$ cat src/rtl/assert_macros.svh
// assertion helpers used by the rtl top
`ifndef ASSERT_MACROS_SVH
`define ASSERT_MACROS_SVH

`ifndef ASSERT_OFF

// same-cycle implication
`define ASSERT_IMPLIES(label, clk, rst, ante, cons, msg) \
  label: assert property (@(posedge clk) disable iff (rst) (ante) |-> (cons)) \
    else $error(msg);

// next-cycle implication
`define ASSERT_NEXT(label, clk, rst, ante, cons, msg) \
  label: assert property (@(posedge clk) disable iff (rst) (ante) |=> (cons)) \
    else $error(msg);

`else

`define ASSERT_IMPLIES(label, clk, rst, ante, cons, msg)
`define ASSERT_NEXT(label, clk, rst, ante, cons, msg)

`endif

`endif

$ cat src/rtl/lcs_pkg.sv
`default_nettype none

package lcs_pkg;

  // field widths
  localparam int ACTION_W = 3;
  localparam int VALUE_W  = 12;
  localparam int LEVEL_W  = 12;
  localparam int PCT_W    = 7;

  // default current width in milliamps
  localparam int CURRENT_BITS_DEF = 12;

  // reset values of the limits
  localparam int CEILING_RESET = 2000;
  localparam int FLOOR_RESET   = 100;

  // percent scale
  localparam int PCT_MAX   = 100;
  localparam int PCT_SCALE = 200;
  localparam int PCT_HALF  = 50;

  // command codes
  localparam logic [ACTION_W-1:0] ACT_SET_CURRENT = 3'd0;
  localparam logic [ACTION_W-1:0] ACT_SET_PERCENT = 3'd1;
  localparam logic [ACTION_W-1:0] ACT_SET_MAX     = 3'd2;
  localparam logic [ACTION_W-1:0] ACT_SET_FLOOR   = 3'd3;
  localparam logic [ACTION_W-1:0] ACT_ENABLE      = 3'd4;
  localparam logic [ACTION_W-1:0] ACT_DISABLE     = 3'd5;

endpackage

`default_nettype wire

$ cat src/rtl/lcs_cmd_if.sv
`default_nettype none

interface lcs_cmd_if;
  logic                         valid;
  logic                         ready;
  logic [lcs_pkg::ACTION_W-1:0] action;
  logic [lcs_pkg::VALUE_W-1:0]  value;

  modport source (output valid, output action, output value, input ready);
  modport sink   (input valid, input action, input value, output ready);
endinterface

`default_nettype wire

$ cat src/rtl/lcs_res_if.sv
`default_nettype none

interface lcs_res_if;
  logic                        valid;
  logic                        ready;
  logic [lcs_pkg::LEVEL_W-1:0] drive_level;
  logic                        drive_write;
  logic                        drive_off;
  logic [lcs_pkg::LEVEL_W-1:0] setpoint_now;
  logic [lcs_pkg::PCT_W-1:0]   percent_now;
  logic                        on_now;

  modport source (output valid, output drive_level, output drive_write, output drive_off,
                  output setpoint_now, output percent_now, output on_now, input ready);
  modport sink   (input valid, input drive_level, input drive_write, input drive_off,
                  input setpoint_now, input percent_now, input on_now, output ready);
endinterface

`default_nettype wire

$ cat src/rtl/laser_current_setpoint_top.sv
// laser diode current setpoint keeper
// cmd channel: one transaction per command (action, value); ready is high only while
//   the block is idle, so commands are handled one at a time
// res channel: one transaction per command with the driver action (drive_level,
//   drive_write, drive_off) and the stored setpoint, percent and enable flag after it
// timing: commands that need no division pass from acceptance through the prep and done
//   states into the output register; current/percent mapping adds a divide state that runs
//   a bit-serial restoring divider of CURRENT_BITS+9 steps
// pacing: the next command is taken the cycle after a result is loaded, so a command is
//   not taken before the previous one is done; the divider loop sets the pace
// reset: setpoint 0, maximum 2000 mA, threshold 100 mA, percent 0, driver disabled,
//   no result pending
// stall: a finished result sits in the output register; the next command may be taken
//   and worked on, but its result waits until the receiver takes the previous one
`default_nettype none

module laser_current_setpoint_top #(
  parameter int CURRENT_BITS = lcs_pkg::CURRENT_BITS_DEF
) (
  input  wire logic  clk,
  input  wire logic  rst,
  lcs_cmd_if.sink    cmd,
  lcs_res_if.source  res
);

  `include "assert_macros.svh"

  localparam int CB      = CURRENT_BITS;
  localparam int NUM_W   = CURRENT_BITS + 9;   // (a - floor) * 200 + r fits here
  localparam int DEN_W   = CURRENT_BITS + 1;   // 2 * r, and the constant 100
  localparam int VALUE_W = lcs_pkg::VALUE_W;
  localparam int LEVEL_W = lcs_pkg::LEVEL_W;
  localparam int PCT_W   = lcs_pkg::PCT_W;

  // sequencer states
  localparam logic [1:0] S_IDLE = 2'd0;
  localparam logic [1:0] S_PREP = 2'd1;
  localparam logic [1:0] S_DIV  = 2'd2;
  localparam logic [1:0] S_DONE = 2'd3;

  // follow-up work after the command is taken
  localparam logic [1:0] JOB_NONE = 2'd0;
  localparam logic [1:0] JOB_PCT  = 2'd1;   // percent from the setpoint
  localparam logic [1:0] JOB_AMPS = 2'd2;   // setpoint from the percent

  localparam logic [CB-1:0] CUR_MAX = {CB{1'b1}};

  logic [1:0]       state;
  logic [1:0]       job;

  // kept state
  logic [CB-1:0]    setpoint;
  logic [CB-1:0]    ceiling;
  logic [CB-1:0]    lasing_floor;
  logic [PCT_W-1:0] percent;
  logic             on_flag;

  // driver action of the command in flight
  logic             wr_flag;
  logic             off_flag;

  logic             out_valid;
  logic             out_load;

  // command decode
  logic [CB-1:0]    amps;
  logic [CB-1:0]    amps_clip;
  logic [CB-1:0]    set_amps;
  logic [PCT_W-1:0] pct_in;

  // divider hookup
  logic             div_start;
  logic             div_done;
  logic [NUM_W-1:0] div_num;
  logic [DEN_W-1:0] div_den;
  logic [NUM_W-1:0] div_quot;
  logic [CB-1:0]    span;
  logic [CB-1:0]    above;
  logic             falling;
  logic [NUM_W-1:0] prod;
  logic [PCT_W-1:0] pct_clamped;

  function automatic logic [VALUE_W-1:0] value_shift(input logic [VALUE_W-1:0] v);
    value_shift = v >> CURRENT_BITS;
  endfunction

  always_comb begin
    // saturate the raw value when the current width is narrower than the field
    amps      = ((value_shift(cmd.value)) != '0) ? CUR_MAX : CB'(cmd.value);
    amps_clip = (amps > ceiling) ? ceiling : amps;
    // nonzero currents below threshold snap to zero
    set_amps  = (amps_clip != '0 && amps_clip < lasing_floor) ? '0 : amps_clip;
    pct_in    = (cmd.value > VALUE_W'(lcs_pkg::PCT_MAX)) ? PCT_W'(lcs_pkg::PCT_MAX)
                                                         : PCT_W'(cmd.value);
  end

  // mapping operands, taken from the registers in the prep cycle
  always_comb begin
    falling = (ceiling < lasing_floor);
    span    = falling ? (lasing_floor - ceiling) : (ceiling - lasing_floor);
    above   = setpoint - lasing_floor;
    prod    = NUM_W'(percent) * NUM_W'(span);
    if (job == JOB_PCT) begin
      // ((a - floor) * 200 + r) / (2 * r), the times 200 as shifts
      div_num = (NUM_W'(above) << 7) + (NUM_W'(above) << 6) + (NUM_W'(above) << 3)
              + NUM_W'(span);
      div_den = DEN_W'(span) << 1;
    end else begin
      // (p * d + 50) / 100
      div_num = prod + NUM_W'(lcs_pkg::PCT_HALF);
      div_den = DEN_W'(lcs_pkg::PCT_MAX);
    end
    div_start = (state == S_PREP) &&
                (((job == JOB_PCT) && setpoint != '0 && ceiling > lasing_floor &&
                  setpoint >= lasing_floor) ||
                 ((job == JOB_AMPS) && percent != '0));
    // clamp the mapped percent to 1..100
    if (div_quot > NUM_W'(lcs_pkg::PCT_MAX)) begin
      pct_clamped = PCT_W'(lcs_pkg::PCT_MAX);
    end else if (div_quot == '0) begin
      pct_clamped = PCT_W'(1);
    end else begin
      pct_clamped = PCT_W'(div_quot);
    end
  end

  lcs_divider #(
    .NUM_W (NUM_W),
    .DEN_W (DEN_W)
  ) u_div (
    .clk   (clk),
    .rst   (rst),
    .start (div_start),
    .num   (div_num),
    .den   (div_den),
    .done  (div_done),
    .quot  (div_quot)
  );

  // result register can take the finished command when empty or being drained
  assign out_load  = (state == S_DONE) && (!out_valid || res.ready);
  assign cmd.ready = (state == S_IDLE);

  always_ff @(posedge clk) begin
    if (rst) begin
      state        <= S_IDLE;
      job          <= JOB_NONE;
      setpoint     <= '0;
      ceiling      <= CB'(lcs_pkg::CEILING_RESET);
      lasing_floor <= CB'(lcs_pkg::FLOOR_RESET);
      percent      <= '0;
      on_flag      <= 1'b0;
      wr_flag      <= 1'b0;
      off_flag     <= 1'b0;
    end else begin
      case (state)
        S_IDLE: begin
          if (cmd.valid) begin
            state    <= S_PREP;
            job      <= JOB_NONE;
            wr_flag  <= 1'b0;
            off_flag <= 1'b0;
            case (cmd.action)
              lcs_pkg::ACT_SET_CURRENT: begin
                setpoint <= set_amps;
                job      <= JOB_PCT;
                wr_flag  <= on_flag;
              end
              lcs_pkg::ACT_SET_PERCENT: begin
                percent <= pct_in;
                job     <= JOB_AMPS;
                wr_flag <= on_flag;
              end
              lcs_pkg::ACT_SET_MAX: begin
                ceiling <= amps;
                job     <= JOB_PCT;
                // a lowered maximum pulls the setpoint down with it
                if (setpoint > amps) begin
                  setpoint <= amps;
                  wr_flag  <= on_flag;
                end
              end
              lcs_pkg::ACT_SET_FLOOR: begin
                lasing_floor <= amps;
                // setpoint now under threshold: drop to zero and cut the driver if it is on
                if (setpoint != '0 && setpoint < amps) begin
                  setpoint <= '0;
                  percent  <= '0;
                  off_flag <= on_flag;
                end else begin
                  job <= JOB_PCT;
                end
              end
              lcs_pkg::ACT_ENABLE: begin
                on_flag <= 1'b1;
                wr_flag <= 1'b1;
              end
              lcs_pkg::ACT_DISABLE: begin
                on_flag  <= 1'b0;
                off_flag <= 1'b1;
              end
              default: begin
                // unused codes leave everything alone
              end
            endcase
          end
        end
        S_PREP: begin
          if (div_start) begin
            state <= S_DIV;
          end else begin
            state <= S_DONE;
            case (job)
              JOB_PCT: begin
                // zero current or empty range maps to zero, below threshold to one
                if (setpoint == '0 || ceiling <= lasing_floor) begin
                  percent <= '0;
                end else begin
                  percent <= PCT_W'(1);
                end
              end
              JOB_AMPS: begin
                setpoint <= '0;
              end
              default: begin
              end
            endcase
          end
        end
        S_DIV: begin
          if (div_done) begin
            state <= S_DONE;
            if (job == JOB_PCT) begin
              percent <= pct_clamped;
            end else begin
              // step goes from threshold toward the maximum in either direction
              setpoint <= falling ? (lasing_floor - CB'(div_quot))
                                  : (lasing_floor + CB'(div_quot));
            end
          end
        end
        S_DONE: begin
          if (out_load) begin
            state <= S_IDLE;
          end
        end
        default: begin
          state <= S_IDLE;
        end
      endcase
    end
  end

  // output register
  always_ff @(posedge clk) begin
    if (rst) begin
      out_valid <= 1'b0;
    end else if (out_load) begin
      out_valid <= 1'b1;
    end else if (res.ready) begin
      out_valid <= 1'b0;
    end
  end

  always_ff @(posedge clk) begin
    if (out_load) begin
      res.drive_level  <= wr_flag ? LEVEL_W'(setpoint) : '0;
      res.drive_write  <= wr_flag;
      res.drive_off    <= off_flag;
      res.setpoint_now <= LEVEL_W'(setpoint);
      res.percent_now  <= percent;
      res.on_now       <= on_flag;
    end
  end

  assign res.valid = out_valid;

  // a taken command keeps the input closed for at least the next cycle
  `ASSERT_NEXT(a_busy_after_cmd, clk, rst, cmd.valid && cmd.ready, !cmd.ready, "input open after command")
  // a result never both writes a level and switches the driver off
  `ASSERT_IMPLIES(a_write_xor_off, clk, rst, res.valid, !(res.drive_write && res.drive_off), "write and off together")
  // reported percent stays within scale
  `ASSERT_IMPLIES(a_pct_range, clk, rst, res.valid, res.percent_now <= PCT_W'(lcs_pkg::PCT_MAX), "percent out of range")
  // the divider reports completion only while the sequencer waits for it
  `ASSERT_IMPLIES(a_div_in_state, clk, rst, div_done, state == S_DIV, "divider done outside divide state")

endmodule

`default_nettype wire

$ cat src/rtl/lcs_divider.sv
`default_nettype none

// restoring divider, one quotient bit per cycle
module lcs_divider #(
  parameter int NUM_W = 21,
  parameter int DEN_W = 13
) (
  input  wire logic             clk,
  input  wire logic             rst,
  input  wire logic             start,
  input  wire logic [NUM_W-1:0] num,
  input  wire logic [DEN_W-1:0] den,
  output logic                  done,
  output logic [NUM_W-1:0]      quot
);

  localparam int CNT_W = $clog2(NUM_W + 1);

  logic             busy;
  logic [CNT_W-1:0] count;
  logic [DEN_W-1:0] rem;
  logic [NUM_W-1:0] shreg;
  logic [DEN_W:0]   rem_sh;
  logic [DEN_W:0]   rem_diff;
  logic             fits;

  // shift in the next dividend bit, try the subtract
  always_comb begin
    rem_sh   = {rem, shreg[NUM_W-1]};
    rem_diff = rem_sh - {1'b0, den};
    fits     = (rem_sh >= {1'b0, den});
  end

  always_ff @(posedge clk) begin
    if (rst) begin
      busy  <= 1'b0;
      done  <= 1'b0;
      count <= '0;
    end else begin
      done <= 1'b0;
      if (start) begin
        busy  <= 1'b1;
        count <= CNT_W'(NUM_W);
        rem   <= '0;
        shreg <= num;
      end else if (busy) begin
        rem   <= fits ? rem_diff[DEN_W-1:0] : rem_sh[DEN_W-1:0];
        shreg <= {shreg[NUM_W-2:0], fits};
        count <= count - 1'b1;
        if (count == CNT_W'(1)) begin
          busy <= 1'b0;
          done <= 1'b1;
        end
      end
    end
  end

  assign quot = shreg;

endmodule

`default_nettype wire

$ cat src/flat_wrapper.sv
// flat-port wrapper written by rule: the top's interface ports become plain ports
module laser_current_setpoint_top_flat 
#(
  parameter int CURRENT_BITS = lcs_pkg::CURRENT_BITS_DEF
)
  (clk, rst, cmd_valid, cmd_action, cmd_value, cmd_ready, res_valid, res_drive_level, res_drive_write, res_drive_off, res_setpoint_now, res_percent_now, res_on_now, res_ready);
  lcs_cmd_if cmd_i ();
  lcs_res_if res_i ();
  input  wire logic clk;
  input  wire logic rst;
  input wire logic [$bits(cmd_i.valid)-1:0] cmd_valid;
  input wire logic [$bits(cmd_i.action)-1:0] cmd_action;
  input wire logic [$bits(cmd_i.value)-1:0] cmd_value;
  output wire logic [$bits(cmd_i.ready)-1:0] cmd_ready;
  output wire logic [$bits(res_i.valid)-1:0] res_valid;
  output wire logic [$bits(res_i.drive_level)-1:0] res_drive_level;
  output wire logic [$bits(res_i.drive_write)-1:0] res_drive_write;
  output wire logic [$bits(res_i.drive_off)-1:0] res_drive_off;
  output wire logic [$bits(res_i.setpoint_now)-1:0] res_setpoint_now;
  output wire logic [$bits(res_i.percent_now)-1:0] res_percent_now;
  output wire logic [$bits(res_i.on_now)-1:0] res_on_now;
  input wire logic [$bits(res_i.ready)-1:0] res_ready;
  assign cmd_i.valid = cmd_valid;
  assign cmd_i.action = cmd_action;
  assign cmd_i.value = cmd_value;
  assign cmd_ready = cmd_i.ready;
  assign res_valid = res_i.valid;
  assign res_drive_level = res_i.drive_level;
  assign res_drive_write = res_i.drive_write;
  assign res_drive_off = res_i.drive_off;
  assign res_setpoint_now = res_i.setpoint_now;
  assign res_percent_now = res_i.percent_now;
  assign res_on_now = res_i.on_now;
  assign res_i.ready = res_ready;
  laser_current_setpoint_top #(.CURRENT_BITS(CURRENT_BITS)) u_core (.clk(clk), .rst(rst), .cmd(cmd_i), .res(res_i));
endmodule
$ cat config.mk
export PLATFORM = sky130hd
export DESIGN_NAME = laser_current_setpoint_top_flat
export DESIGN_NICKNAME = d
export VERILOG_FILES = /design/src/rtl/lcs_pkg.sv /design/src/rtl/lcs_cmd_if.sv /design/src/rtl/lcs_res_if.sv /design/src/rtl/laser_current_setpoint_top.sv /design/src/rtl/lcs_divider.sv /design/src/flat_wrapper.sv
export VERILOG_INCLUDE_DIRS = /design/src /design/src/rtl
export SDC_FILE = /design/constraint.sdc
export NUM_CORES = 1
export LEC_CHECK = 0
export BUFFER_PORTS_ARGS = -buffer_cell sky130_fd_sc_hd__buf_2
export CORE_ASPECT_RATIO = 0.8
export CORE_MARGIN = 2
export CORE_UTILIZATION = 50
export CTS_CLUSTER_SIZE = 14
export DETAILED_ROUTE_END_ITERATION = 6
export GPL_TIMING_DRIVEN = 0
export MAX_ROUTING_LAYER = met4
export PLACE_DENSITY = 0.67
export SYNTH_ARGS = -nofsm -noshare
export SYNTH_HDL_FRONTEND = slang
export SYNTH_SLANG_ARGS = --single-unit
$ cat constraint.sdc
create_clock -name clk -period 14.7 [get_ports clk]
set_input_delay 2.94 -clock clk [delete_from_list [all_inputs] [get_ports clk]]
set_output_delay 2.94 -clock clk [all_outputs]
set_load 0.005 [all_outputs]
Word level (Yosys, flattened, before mapping)
Index checks and enable logic that the tools add are counted.

Register bits: 126. Input bits: 19. Output and inout bits: 36. Logic and storage cells: 156.

Add/sub/neg operators: 11. Multipliers: 1. $lt $le $gt $ge: 11. Equal/unequal tests: 23. Mux-type cells: 51. Bitwise logic cells: 2. Reduce and logical (&&, ||, !) cells: 35.

Operators by type and width (count): $mux 12 (11); $pmux 12 s3 (2); $mux 21 (3); $mux 7 (9); $sub 12x12->12 (4); $mux 13 (3); $gt 12x12->1 (3); $lt 12x12->1 (3); $reduce_bool 12->1 (2); $add 21x12->21 (1); $add 21x15->21 (1); $gt 21x7->1 const B (1); $logic_not 21->1 (1); $pmux 7 s3 (1); $add 19x18->20 (1); $add 19x6->20 const B (1); $mul 7x12->19 (1); $ge 14x13->1 (1); $pmux 7 s2 (1); $sub 13x13->13 (1); $add 12x12->12 (1); $ge 12x12->1 (1); $gt 12x7->1 const B (1); $le 12x12->1 (1); 35 further kinds (79).

Depth between registers and ports, before layout
Gate-level depths: netlist (run 1).

Word-level depth: 8. Depth in mapped cells: 30. Depth with buffers taken out: 29.

Hierarchy
From an unflattened synthesis (run 1), not the netlist that was laid out.

Cells, all modules: 1552. Area total of the unflattened synthesis: 13549.2 µm².

Modules (own cells, without submodules): laser_current_setpoint_top (times used 1, cells each 1332, area each 11118.2 µm², sequential area each 2042.0 µm²); lcs_divider (times used 1, cells each 220, area each 2431.1 µm², sequential area each 1161.1 µm²).

Worst setup path before layout (run 1)
Ideal clock, no wire load.

Path type: input port to flip-flop. Start point: input cmd_value[0]. End point: register u_core.setpoint[0]. Setup time: 0.091 ns. Arrival time: 6.740 ns. Data required time: 14.609 ns. Setup slack: 7.869 ns. Cell stages on the path: 20. Buffers on the path: 4. Cells stage by stage: clkbuf_1 inv_1 ha_1 nor2b_1 o211ai_1 a211o_1 a21oi_1 clkbuf_1 clkbuf_1 clkbuf_1 o21ai_0 ha_1 nand4_1 nor2_1 o21ai_0 a2111o_1 o21a_1 a221oi_1 nand2_1 a311oi_1.

Word-level cells in the longest chain between the ends: 8. Elaborated cells on any way between the ends: 16. Those cells by class: 4 x order compare; 2 x eq/ne; 6 x mux; 4 x reduce/logical.

Ends and longest elaborated chain: start: declaration (RTL line flat_wrapper.sv:13) `input wire logic [$bits(cmd_i.value)-1:0] cmd_value;`; $gt 12x12->1 (RTL line laser_current_setpoint_top.sv:90) `amps_clip = (amps > ceiling) ? ceiling : amps;`; $mux 12 (RTL line laser_current_setpoint_top.sv:90); $lt 12x12->1 or $reduce_bool 12->1 (tied branches) (RTL line laser_current_setpoint_top.sv:92) `set_amps = (amps_clip != '0 && amps_clip < lasing_floor) ? '0 : amps_clip;`; $logic_and 1x1->1 (RTL line laser_current_setpoint_top.sv:92); $mux 12 (RTL line laser_current_setpoint_top.sv:92); $pmux 12 s3 (RTL line laser_current_setpoint_top.sv:163) `case (cmd.action)`; $mux 12 (RTL line laser_current_setpoint_top.sv:158) `if (cmd.valid) begin`; $pmux 12 s3 (RTL line laser_current_setpoint_top.sv:156) `case (state)`; end signal: assignment (RTL line laser_current_setpoint_top.sv:165) `setpoint <= set_amps;`; end signal: assignment (RTL line laser_current_setpoint_top.sv:179) `setpoint <= amps;`; end signal: assignment (RTL line laser_current_setpoint_top.sv:237) `setpoint <= falling ? (lasing_floor - CB'(div_quot))`; end: declaration (RTL line laser_current_setpoint_top.sv:52) `logic [CB-1:0] setpoint;`.

Parallel ways exist; a longest one is shown, timed or not. The select of a mux whose other input is x is not followed. A chain may end at the register's enable or synchronous reset.

Final worst setup path (run 1)
Start point: register u_core.lasing_floor[1]. End point: register u_core.u_div.shreg[18] (netlist: u_core.u_div.quot[18]), data pin.

Word-level cells in the longest chain between the ends: 6. Elaborated cells on any way between the ends: 18. Those cells by class: 7 x add/sub; 1 x mul; 3 x order compare; 3 x mux; 4 x reduce/logical.

Ends and longest elaborated chain: start: declaration (RTL line laser_current_setpoint_top.sv:54) `logic [CB-1:0] lasing_floor;`; start signal: assignment (RTL line laser_current_setpoint_top.sv:150) `lasing_floor <= CB'(lcs_pkg::FLOOR_RESET);`; start signal: assignment (RTL line laser_current_setpoint_top.sv:184) `lasing_floor <= amps;`; $sub 12x12->12 (tied with other cells) (RTL line laser_current_setpoint_top.sv:101) `above = setpoint - lasing_floor;`; $add 19x18->20 (tied with other cells) (RTL line laser_current_setpoint_top.sv:105) `div_num = (NUM_W'(above) << 7) + (NUM_W'(above) << 6) + (NUM_W'(above) << 3)`; $add 21x15->21 (tied with other cells) (RTL line laser_current_setpoint_top.sv:105); $add 21x12->21 (tied with other cells) (RTL line laser_current_setpoint_top.sv:106) `+ NUM_W'(span);`; $mux 21 or $logic_and 1x1->1 (tied branches) (RTL line laser_current_setpoint_top.sv:103, laser_current_setpoint_top.sv:113); $mux 21 * (RTL line lcs_divider.sv:41) `if (start) begin`; end signal: assignment (RTL line lcs_divider.sv:45) `shreg <= num;`; end signal: assignment (RTL line lcs_divider.sv:48) `shreg <= {shreg[NUM_W-2:0], fits};`; end: declaration (RTL line lcs_divider.sv:22) `logic [NUM_W-1:0] shreg;`.

Every way passes the cells marked *; elsewhere a longest branch is shown, timed or not.

==> flow_summary.json, run 1 <==
{
  "status": "finished, final reports clean",
  "cp-start-kind": "flip-flop",
  "period_minus_slack_ns": 8.58,
  "switching_power_uw": 1980,
  "final-setup-viol-count": 0,
  "vias_per_cell": 6.13,
  "gpl.final_weighted_congestion": 0.996,
  "cell_area_after_synthesis_um2": 13800,
  "layout_commonest_cell": "sky130_fd_sc_hd__ha_1",
  "static_leakage_uw": 0.00664,
  "fp.coreArea_um2": 27200,
  "global_route_wire_length_before_repair_um": 70400,
  "critical-path-top-delay-family": "adder cells",
  "critical_path.n_buffers_inverters": 4,
  "p_int_uw": 1770,
  "detail_routed_net_length_per_standard_cell_um": 22.2,
  "dp_hpwl_um": 36400,
  "postRouteAntennaNets": 0,
  "synth_edf_count": 68,
  "grt_max_degree": 33,
  "ys_async_sr_fraction": 0,
  "setup-tns-final_ns": 0,
  "post-route-cell-area_um2": 15100,
  "cts_made_buffers": 17,
  "power_per_unit_of_standard_cell_area_nw_per_um2": 249,
  "comb_power_share": 0.770,
  "io_pins": 55,
  "drt_drc_violations_left": 0,
  "critPathSlowestCell": "sky130_fd_sc_hd__xor2_1",
  "setup.worst_path.class": "reg2reg",
  "vias_after_detailed_routing": 12600,
  "max_stage_delay_ns": 1.03,
  "synthTopCellsByArea": "sky130_fd_sc_hd__ha_1, sky130_fd_sc_hd__edfxtp_1, sky130_fd_sc_hd__fa_1, sky130_fd_sc_hd__dfxtp_1, sky130_fd_sc_hd__inv_1",
  "route.final.wire_length_um": 45700,
  "cts_root_buf": "sky130_fd_sc_hd__clkbuf_16",
  "power.share.sequential": 0.127,
  "net_count_synth": 1868,
  "groute.usage.overall": 0.331,
  "cp_data_required_time_ns": 14.96,
  "chipHeight_um": 153,
  "gr-total-overflow": 0,
  "critical_path.endpoint_type": "flip-flop",
  "drt_iter0_drc": 1195,
  "timing.hold.worst.class": "reg2reg",
  "finalNetCount": 1942,
  "cts_post_setup_buffers_inserted": 0,
  "areaGrowthSynthToFinish_pct": 9.52,
  "worst_setup_hold_path_clk_slew_ns": 0.06,
  "clock_latency_at_the_later_pin_of_the_worst_skew_pair_ns": 0.44,
  "die_area_um2": 28900,
  "cts_buffer_depth": 2,
  "clock_sinks": 126,
  "num-fill-cells": 2593,
  "yosys_register_bits": 126,
  "report.final.hold_viol_count": 0,
  "timing.critical_path.mode_cell": "sky130_fd_sc_hd__fa_1",
  "final_max_slew_violation_count": 0,
  "first_global_vias": 12100,
  "max_slew.worst_pin.slew_ns": 1.37,
  "antenna_found_initial": 0,
  "netlist-cell-type-count": 76,
  "floorplan.rows": 54,
  "switching_share": 0.528,
  "tritoncts_clock_tree": "yes",
  "maximum_frequency_from_static_timing_analysis_ghz": 0.117,
  "drv_cap": 0,
  "arrival_ns": 8.84,
  "clock_skew_ns": 0.0128,
  "post_synth.cell_area_avg_um2": 8.57,
  "synth_largest_area_cell": "sky130_fd_sc_hd__ha_1",
  "slew_headroom": 0.0789,
  "pwr-share-clk": 0.103,
  "timing.hold.ws_ns": 0.439,
  "starting_density_of_the_core": 0.507,
  "timing.critical_path.fanout_max": 10,
  "fin_total_pwr_uw": 3760,
  "drive_gt1_frac": 0.0690,
  "final.period_utilization": 0.584,
  "synth.yosys.seq_area_share": 0.232,
  "die_width_um": 190,
  "port_buffers": 53,
  "detailedRoute.firstPassIterationCount": 5,
  "synth-warning-count": 0,
  "multiInputGateArea_um2": 9780,
  "synthFlopType": "sky130_fd_sc_hd__edfxtp_1",
  "holdBufCountCts": 0,
  "netlist_instances": 1609,
  "rsz0062_at_grt": "no",
  "layout.area.seq_um2": 3200,
  "htreeDepth": 4,
  "placed_cell_area_um2": 14600,
  "yosys.area.top_type_share": 0.158,
  "ctsResizeCount": 0,
  "peakVddDrop_v": 0.000413,
  "final_cell_mix": "sky130_fd_sc_hd__ha_1, sky130_fd_sc_hd__inv_1, sky130_fd_sc_hd__nand2_1"
}
==> power groups by stage <==
stage,Clock (uW),Sequential [uW],Combinational [uW]
floorplan,0,456,2140
global placement,0,481,2750
detailed placement,0,481,2830
CTS,388,473,2850
global route,402,480,3220
finish,387,477,2890
==> registers in the layout, summed over array words and instances (netlist names) <==
register / count
u_core.u_div.count: 5
u_core.u_div.done: 1
u_core.res.drive_level: 12
u_core.off_flag: 1
u_core.res.percent_now: 7
u_core.state: 2
u_core.res.valid: 1
u_core.on_flag: 1
u_core.res.on_now: 1
u_core.u_div.rem: 13
u_core.u_div.busy: 1
u_core.percent: 7
u_core.res.drive_off: 1
u_core.res.setpoint_now: 12
u_core.lasing_floor: 12
u_core.u_div.quot: 21
u_core.wr_flag: 1
u_core.job: 2
u_core.setpoint: 12
u_core.ceiling: 12
u_core.res.drive_write: 1
==> final timing paths <==
| kind | start | to | slack (ns) | cells past startpoint |
|---|---|---|---|---|
| setup / recovery | u_core.lasing_floor[1] | u_core.u_div.quot[18] | 6.12 | 26 |
| hold / removal | u_core.on_flag | u_core.res.on_now | 0.44 | 0 |
| setup reg to reg | u_core.lasing_floor[1] | u_core.u_div.quot[18] | 6.12 | 26 |
| hold reg to reg | u_core.on_flag | u_core.res.on_now | 0.44 | 0 |
==> layer usage <==
metal  wire, um  track usage  up-vias  share of wire
met5          0            -        -              0
met3       5010        0.102       63           0.11
met1      21100        0.471     6162           0.46
li1           -            -     5918              -
met4        740       0.0753        0          0.016
met2      18900        0.457      505           0.41
==> through the flow <==
step	util	std cells	worst slack, ns
2_1_floorplan	-	1609	7.87
3_3_place_gp	0.534	2026	6.03
3_5_place_dp	0.536	2028	6.11
4_1_cts	0.555	2060	6.02
5_1_grt	0.556	2060	5.62
6_report	0.556	2062	6.12
==> cell families (layout without fill, tap and decap cells) <==
| family | after synthesis | count (layout) | synth area share |
|---|---|---|---|
| compound gates | 417 | 417 | 0.202 |
| xor+xnor | 74 | 74 | 0.0470 |
| fa+ha+maj | 240 | 240 | 0.254 |
| buf+inv | 216 | 303 | 0.0595 |
| flops | 126 | 126 | 0.232 |
| mux | 23 | 23 | 0.0170 |
| other cells | 0 | 2 | 0 |
| simple gates | 513 | 513 | 0.188 |
==> synthesized netlist by cell type, drive strengths merged (7+ instances only) <==
master	number
ha	174
inv	165
nand2	141
a21oi	122
nor2	98
edfxtp	68
o21ai	67
fa	66
dfxtp	58
and2	49
xnor2	47
clkbuf	44
nor3	39
a21o	36
nor2b	36
nand3	31
a211oi	27
xor2	27
o211ai	25
nand4	22
mux2i	20
and3	19
a31oi	17
nand2b	14
nor4	13
o21a	13
a311oi	12
nor3b	12
a211o	11
a21boi	10
o21bai	10
o31ai	10
or2	10
or3	8
buf	7
==> cell type report <==
class | instances | area share
Antenna cell | 2 | 0.000332
Buffer | 51 | 0.0133
Clock buffer | 17 | 0.0282
Multi-Input combinational cell | 1267 | 0.648
Timing Repair Buffer | 55 | 0.0202
Sequential cell | 126 | 0.212
Clock inverter | 15 | 0.00655
Inverter | 165 | 0.0410
Tap cell | 364 | 0.0302
Note: power is estimated with default switching activity, not from simulation.
==> inputs of run 2 (changes only) <==
--- a/config.mk
+++ b/config.mk
@@ -14,7 +14,7 @@
 export DETAILED_ROUTE_END_ITERATION = 6
 export GPL_TIMING_DRIVEN = 0
 export MAX_ROUTING_LAYER = met4
-export PLACE_DENSITY = 0.67
+export PLACE_DENSITY = 0.69
 export SYNTH_ARGS = -nofsm -noshare
 export SYNTH_HDL_FRONTEND = slang
 export SYNTH_SLANG_ARGS = --single-unit
==> constraint.sdc (replaced) <==
create_clock -name clk -period 7.1 [get_ports clk]
set_input_delay 1.42 -clock clk [delete_from_list [all_inputs] [get_ports clk]]
set_output_delay 1.42 -clock clk [all_outputs]
set_load 0.005 [all_outputs]
==> run 2 against run 1 <==
Wire length up 2.7%; power rose by 130%; sequential share of layout area is 1.7 points lower; combinational power increased by 130%; global-route usage about the same; clock power increased by 150%; utilization grew 5.1 points; sequential power grew 110%; register-to-register slack lost 6.1 ns; critical path type unchanged; largest power group unchanged.
==> flow_summary.json, run 2 (same netlist as run 1, synthesis figures left out) <==
{
  "cts_buffer_depth": 2,
  "worst_setup_path_endpoint": "u_core.u_div.quot[18]",
  "final-setup-viol-count": 0,
  "dp_hpwl_um": 35500,
  "vias_after_detailed_routing": 13300,
  "power_per_unit_of_standard_cell_area_nw_per_um2": 521,
  "p_int_uw": 4180,
  "tritoncts_clock_tree": "yes",
  "critPathSlowestCell": "sky130_fd_sc_hd__fa_1",
  "htreeDepth": 4,
  "period_minus_slack_ns": 7.06,
  "areaGrowthSynthToFinish_pct": 19.5,
  "final_cell_mix": "sky130_fd_sc_hd__ha_1, sky130_fd_sc_hd__inv_1, sky130_fd_sc_hd__nand2_1",
  "first_global_vias": 12100,
  "comb_power_share": 0.773,
  "rr_endpoint": "u_core.u_div.quot[18]",
  "finalNetCount": 2002,
  "die_area_um2": 28900,
  "antenna_found_initial": 1,
  "num-fill-cells": 2333,
  "timing.hold.worst.class": "reg2reg",
  "io_pins": 55,
  "max_stage_delay_ns": 0.53,
  "worstPathCellList": "clkinvlp_4 -> ha_4 -> nand4_1 -> a21oi_4 -> a21oi_4 -> buf_4 -> buf_4 -> o311a_1 -> or3_1 -> o311a_4 -> and3_4 -> fa_1 -> fa_1 -> fa_1 -> inv_2 -> fa_1 -> inv_2 -> ha_4 -> or3_4 -> o31ai_4 -> o211ai_1 -> mux2i_1 -> a21oi_2 -> a211oi_2",
  "pwr-share-clk": 0.111,
  "detail_routed_net_length_per_standard_cell_um": 22.1,
  "setup.worst_path.class": "reg2reg",
  "cp-start-kind": "flip-flop",
  "arrival_ns": 7.23,
  "starting_density_of_the_core": 0.507,
  "critical_path.endpoint_type": "flip-flop",
  "cts_root_buf": "sky130_fd_sc_hd__clkbuf_16",
  "power.share.sequential": 0.115,
  "drt_iter0_drc": 1378,
  "timing.hold.ws_ns": 0.432,
  "worst_setup_hold_path_clk_slew_ns": 0.07,
  "groute.usage.overall": 0.330,
  "switching_share": 0.513,
  "route.final.wire_length_um": 46900,
  "drt_drc_violations_left": 0,
  "static_leakage_uw": 0.00708,
  "fp.coreArea_um2": 27200,
  "clock_skew_ns": 0.0125,
  "clock_sinks": 126,
  "gpl.final_weighted_congestion": 0.979,
  "multiInputGateArea_um2": 10500,
  "crit_start": "u_core.lasing_floor[11]",
  "cp_data_required_time_ns": 7.27,
  "maximum_frequency_from_static_timing_analysis_ghz": 0.142,
  "r2r_setup_slack_ns": 0.04,
  "timing.critical_path.mode_cell": "sky130_fd_sc_hd__fa_1",
  "max_slew.worst_pin.slew_ns": 1.21,
  "critical_path.reg2reg.startpoint": "u_core.lasing_floor[11]",
  "detailedRoute.firstPassIterationCount": 6,
  "die_width_um": 190,
  "switching_power_uw": 4400,
  "gr-total-overflow": 0,
  "drive_gt1_frac": 0.163,
  "fin_total_pwr_uw": 8590,
  "layout_commonest_cell": "sky130_fd_sc_hd__ha_1",
  "status": "finished, final reports clean",
  "port_buffers": 53,
  "clock_latency_at_the_later_pin_of_the_worst_skew_pair_ns": 0.45,
  "cts_made_buffers": 17,
  "holdBufCountCts": 0,
  "report.final.hold_viol_count": 0,
  "number_of_flip_flops_in_the_largest_register": 21,
  "critical-path-top-delay-family": "adder cells",
  "vias_per_cell": 6.25,
  "slew_headroom": 0.188,
  "critical_path.n_buffers_inverters": 5,
  "worst-path-stages": 24,
  "rsz0062_at_grt": "yes",
  "floorplan.rows": 54,
  "postRouteAntennaNets": 0,
  "global_route_wire_length_before_repair_um": 70800,
  "layout.area.seq_um2": 3220,
  "final.period_utilization": 0.995,
  "grt_max_degree": 33,
  "peakVddDrop_v": 0.00108,
  "drv_cap": 0,
  "chipHeight_um": 153,
  "final_max_slew_violation_count": 0,
  "reg2reg_depth": 24,
  "timing.critical_path.fanout_max": 7
}
run 2: changes by cell type in the layout (fill, tap and decap cells not counted), moves of 7 or more:
| cell | change |
|---|---|
| sky130_fd_sc_hd__dfxtp_1 | -9 |
| sky130_fd_sc_hd__ha_1 | -16 |
| sky130_fd_sc_hd__inv_1 | -22 |
| sky130_fd_sc_hd__inv_2 | +19 |
| sky130_fd_sc_hd__ha_4 | +15 |
| sky130_fd_sc_hd__a21oi_1 | -7 |
| sky130_fd_sc_hd__buf_4 | +55 |
| sky130_fd_sc_hd__dfxtp_2 | +7 |
run 2: worst min path at each step:
stage / from / endpoint / cells after the start
floorplan: u_core.off_flag / u_core.res.drive_off / 0
global placement: u_core.on_flag / u_core.res.on_now / 0
detailed placement: u_core.on_flag / u_core.res.on_now / 0
CTS: u_core.on_flag / u_core.res.on_now / 0
global route: u_core.on_flag / u_core.res.on_now / 0
finish: u_core.off_flag / u_core.res.drive_off / 0
run 2: timing repair:
action,4_1_cts,5_1_grt
cloned,0,0
pin swaps,23,73
resized for setup,75,95
setup endpoints to repair,14,13
buffers inserted,27,37
run 2: metal layers:
layer  GRT usage  wire, um  vias to the layer above  share of wire
met2       0.452     19800                      683           0.42
met3      0.0649      4900                       84           0.10
li1            -         -                     6036              -
met5           -         0                        -              0
met1       0.494     21400                     6453           0.46
met4      0.0864       888                        0          0.019
run 2: worst reg2reg max path, cell delays in order (launching register included):
cell and delay, ns:
sky130_fd_sc_hd__dfxtp_1 0.47, sky130_fd_sc_hd__clkinvlp_4 0.23, sky130_fd_sc_hd__ha_4 0.37, sky130_fd_sc_hd__nand4_1 0.23
sky130_fd_sc_hd__a21oi_4 0.27, sky130_fd_sc_hd__a21oi_4 0.12, sky130_fd_sc_hd__buf_4 0.15, sky130_fd_sc_hd__buf_4 0.16
sky130_fd_sc_hd__o311a_1 0.37, sky130_fd_sc_hd__or3_1 0.34, sky130_fd_sc_hd__o311a_4 0.40, sky130_fd_sc_hd__and3_4 0.18
sky130_fd_sc_hd__fa_1 0.53, sky130_fd_sc_hd__fa_1 0.44, sky130_fd_sc_hd__fa_1 0.52, sky130_fd_sc_hd__inv_2 0.05
sky130_fd_sc_hd__fa_1 0.49, sky130_fd_sc_hd__inv_2 0.05, sky130_fd_sc_hd__ha_4 0.16, sky130_fd_sc_hd__or3_4 0.39
sky130_fd_sc_hd__o31ai_4 0.26, sky130_fd_sc_hd__o211ai_1 0.18, sky130_fd_sc_hd__mux2i_1 0.18, sky130_fd_sc_hd__a21oi_2 0.23
sky130_fd_sc_hd__a211oi_2 0.05
run 2: layout make-up:
class | instances | area share
Multi-Input combinational cell | 1267 | 0.638
Sequential cell | 126 | 0.195
Timing Repair Buffer | 118 | 0.0499
Inverter | 165 | 0.0382
Clock buffer | 20 | 0.0297
Tap cell | 364 | 0.0276
Buffer | 48 | 0.0125
Clock inverter | 12 | 0.00881
Antenna cell | 1 | 0.000152
run 2: stage by stage:
| stage | setup TNS (ns) | util | std cells | cell area, um^2 | worst slack (ns) |
|---|---|---|---|---|---|
| global route | -0.527 | 0.607 | 2121 | 16500 | -0.130 |
| global placement | -12.03 | 0.534 | 2026 | 14500 | -1.27 |
| CTS | 0 | 0.580 | 2084 | 15800 | 0.00633 |
| finish | 0 | 0.607 | 2121 | 16500 | 0.0375 |
| floorplan | 0 | - | 1609 | 13800 | 0.358 |
| detailed placement | -12.14 | 0.536 | 2028 | 14600 | -1.34 |
run 2: power by group through the flow:
stage	combinational, uW	clock (uW)	sequential [uW]
finish	6640	957	988
global placement	5740	0	997
CTS	6080	956	981
global route	7260	990	995
floorplan	4420	0	945
detailed placement	5850	0	996
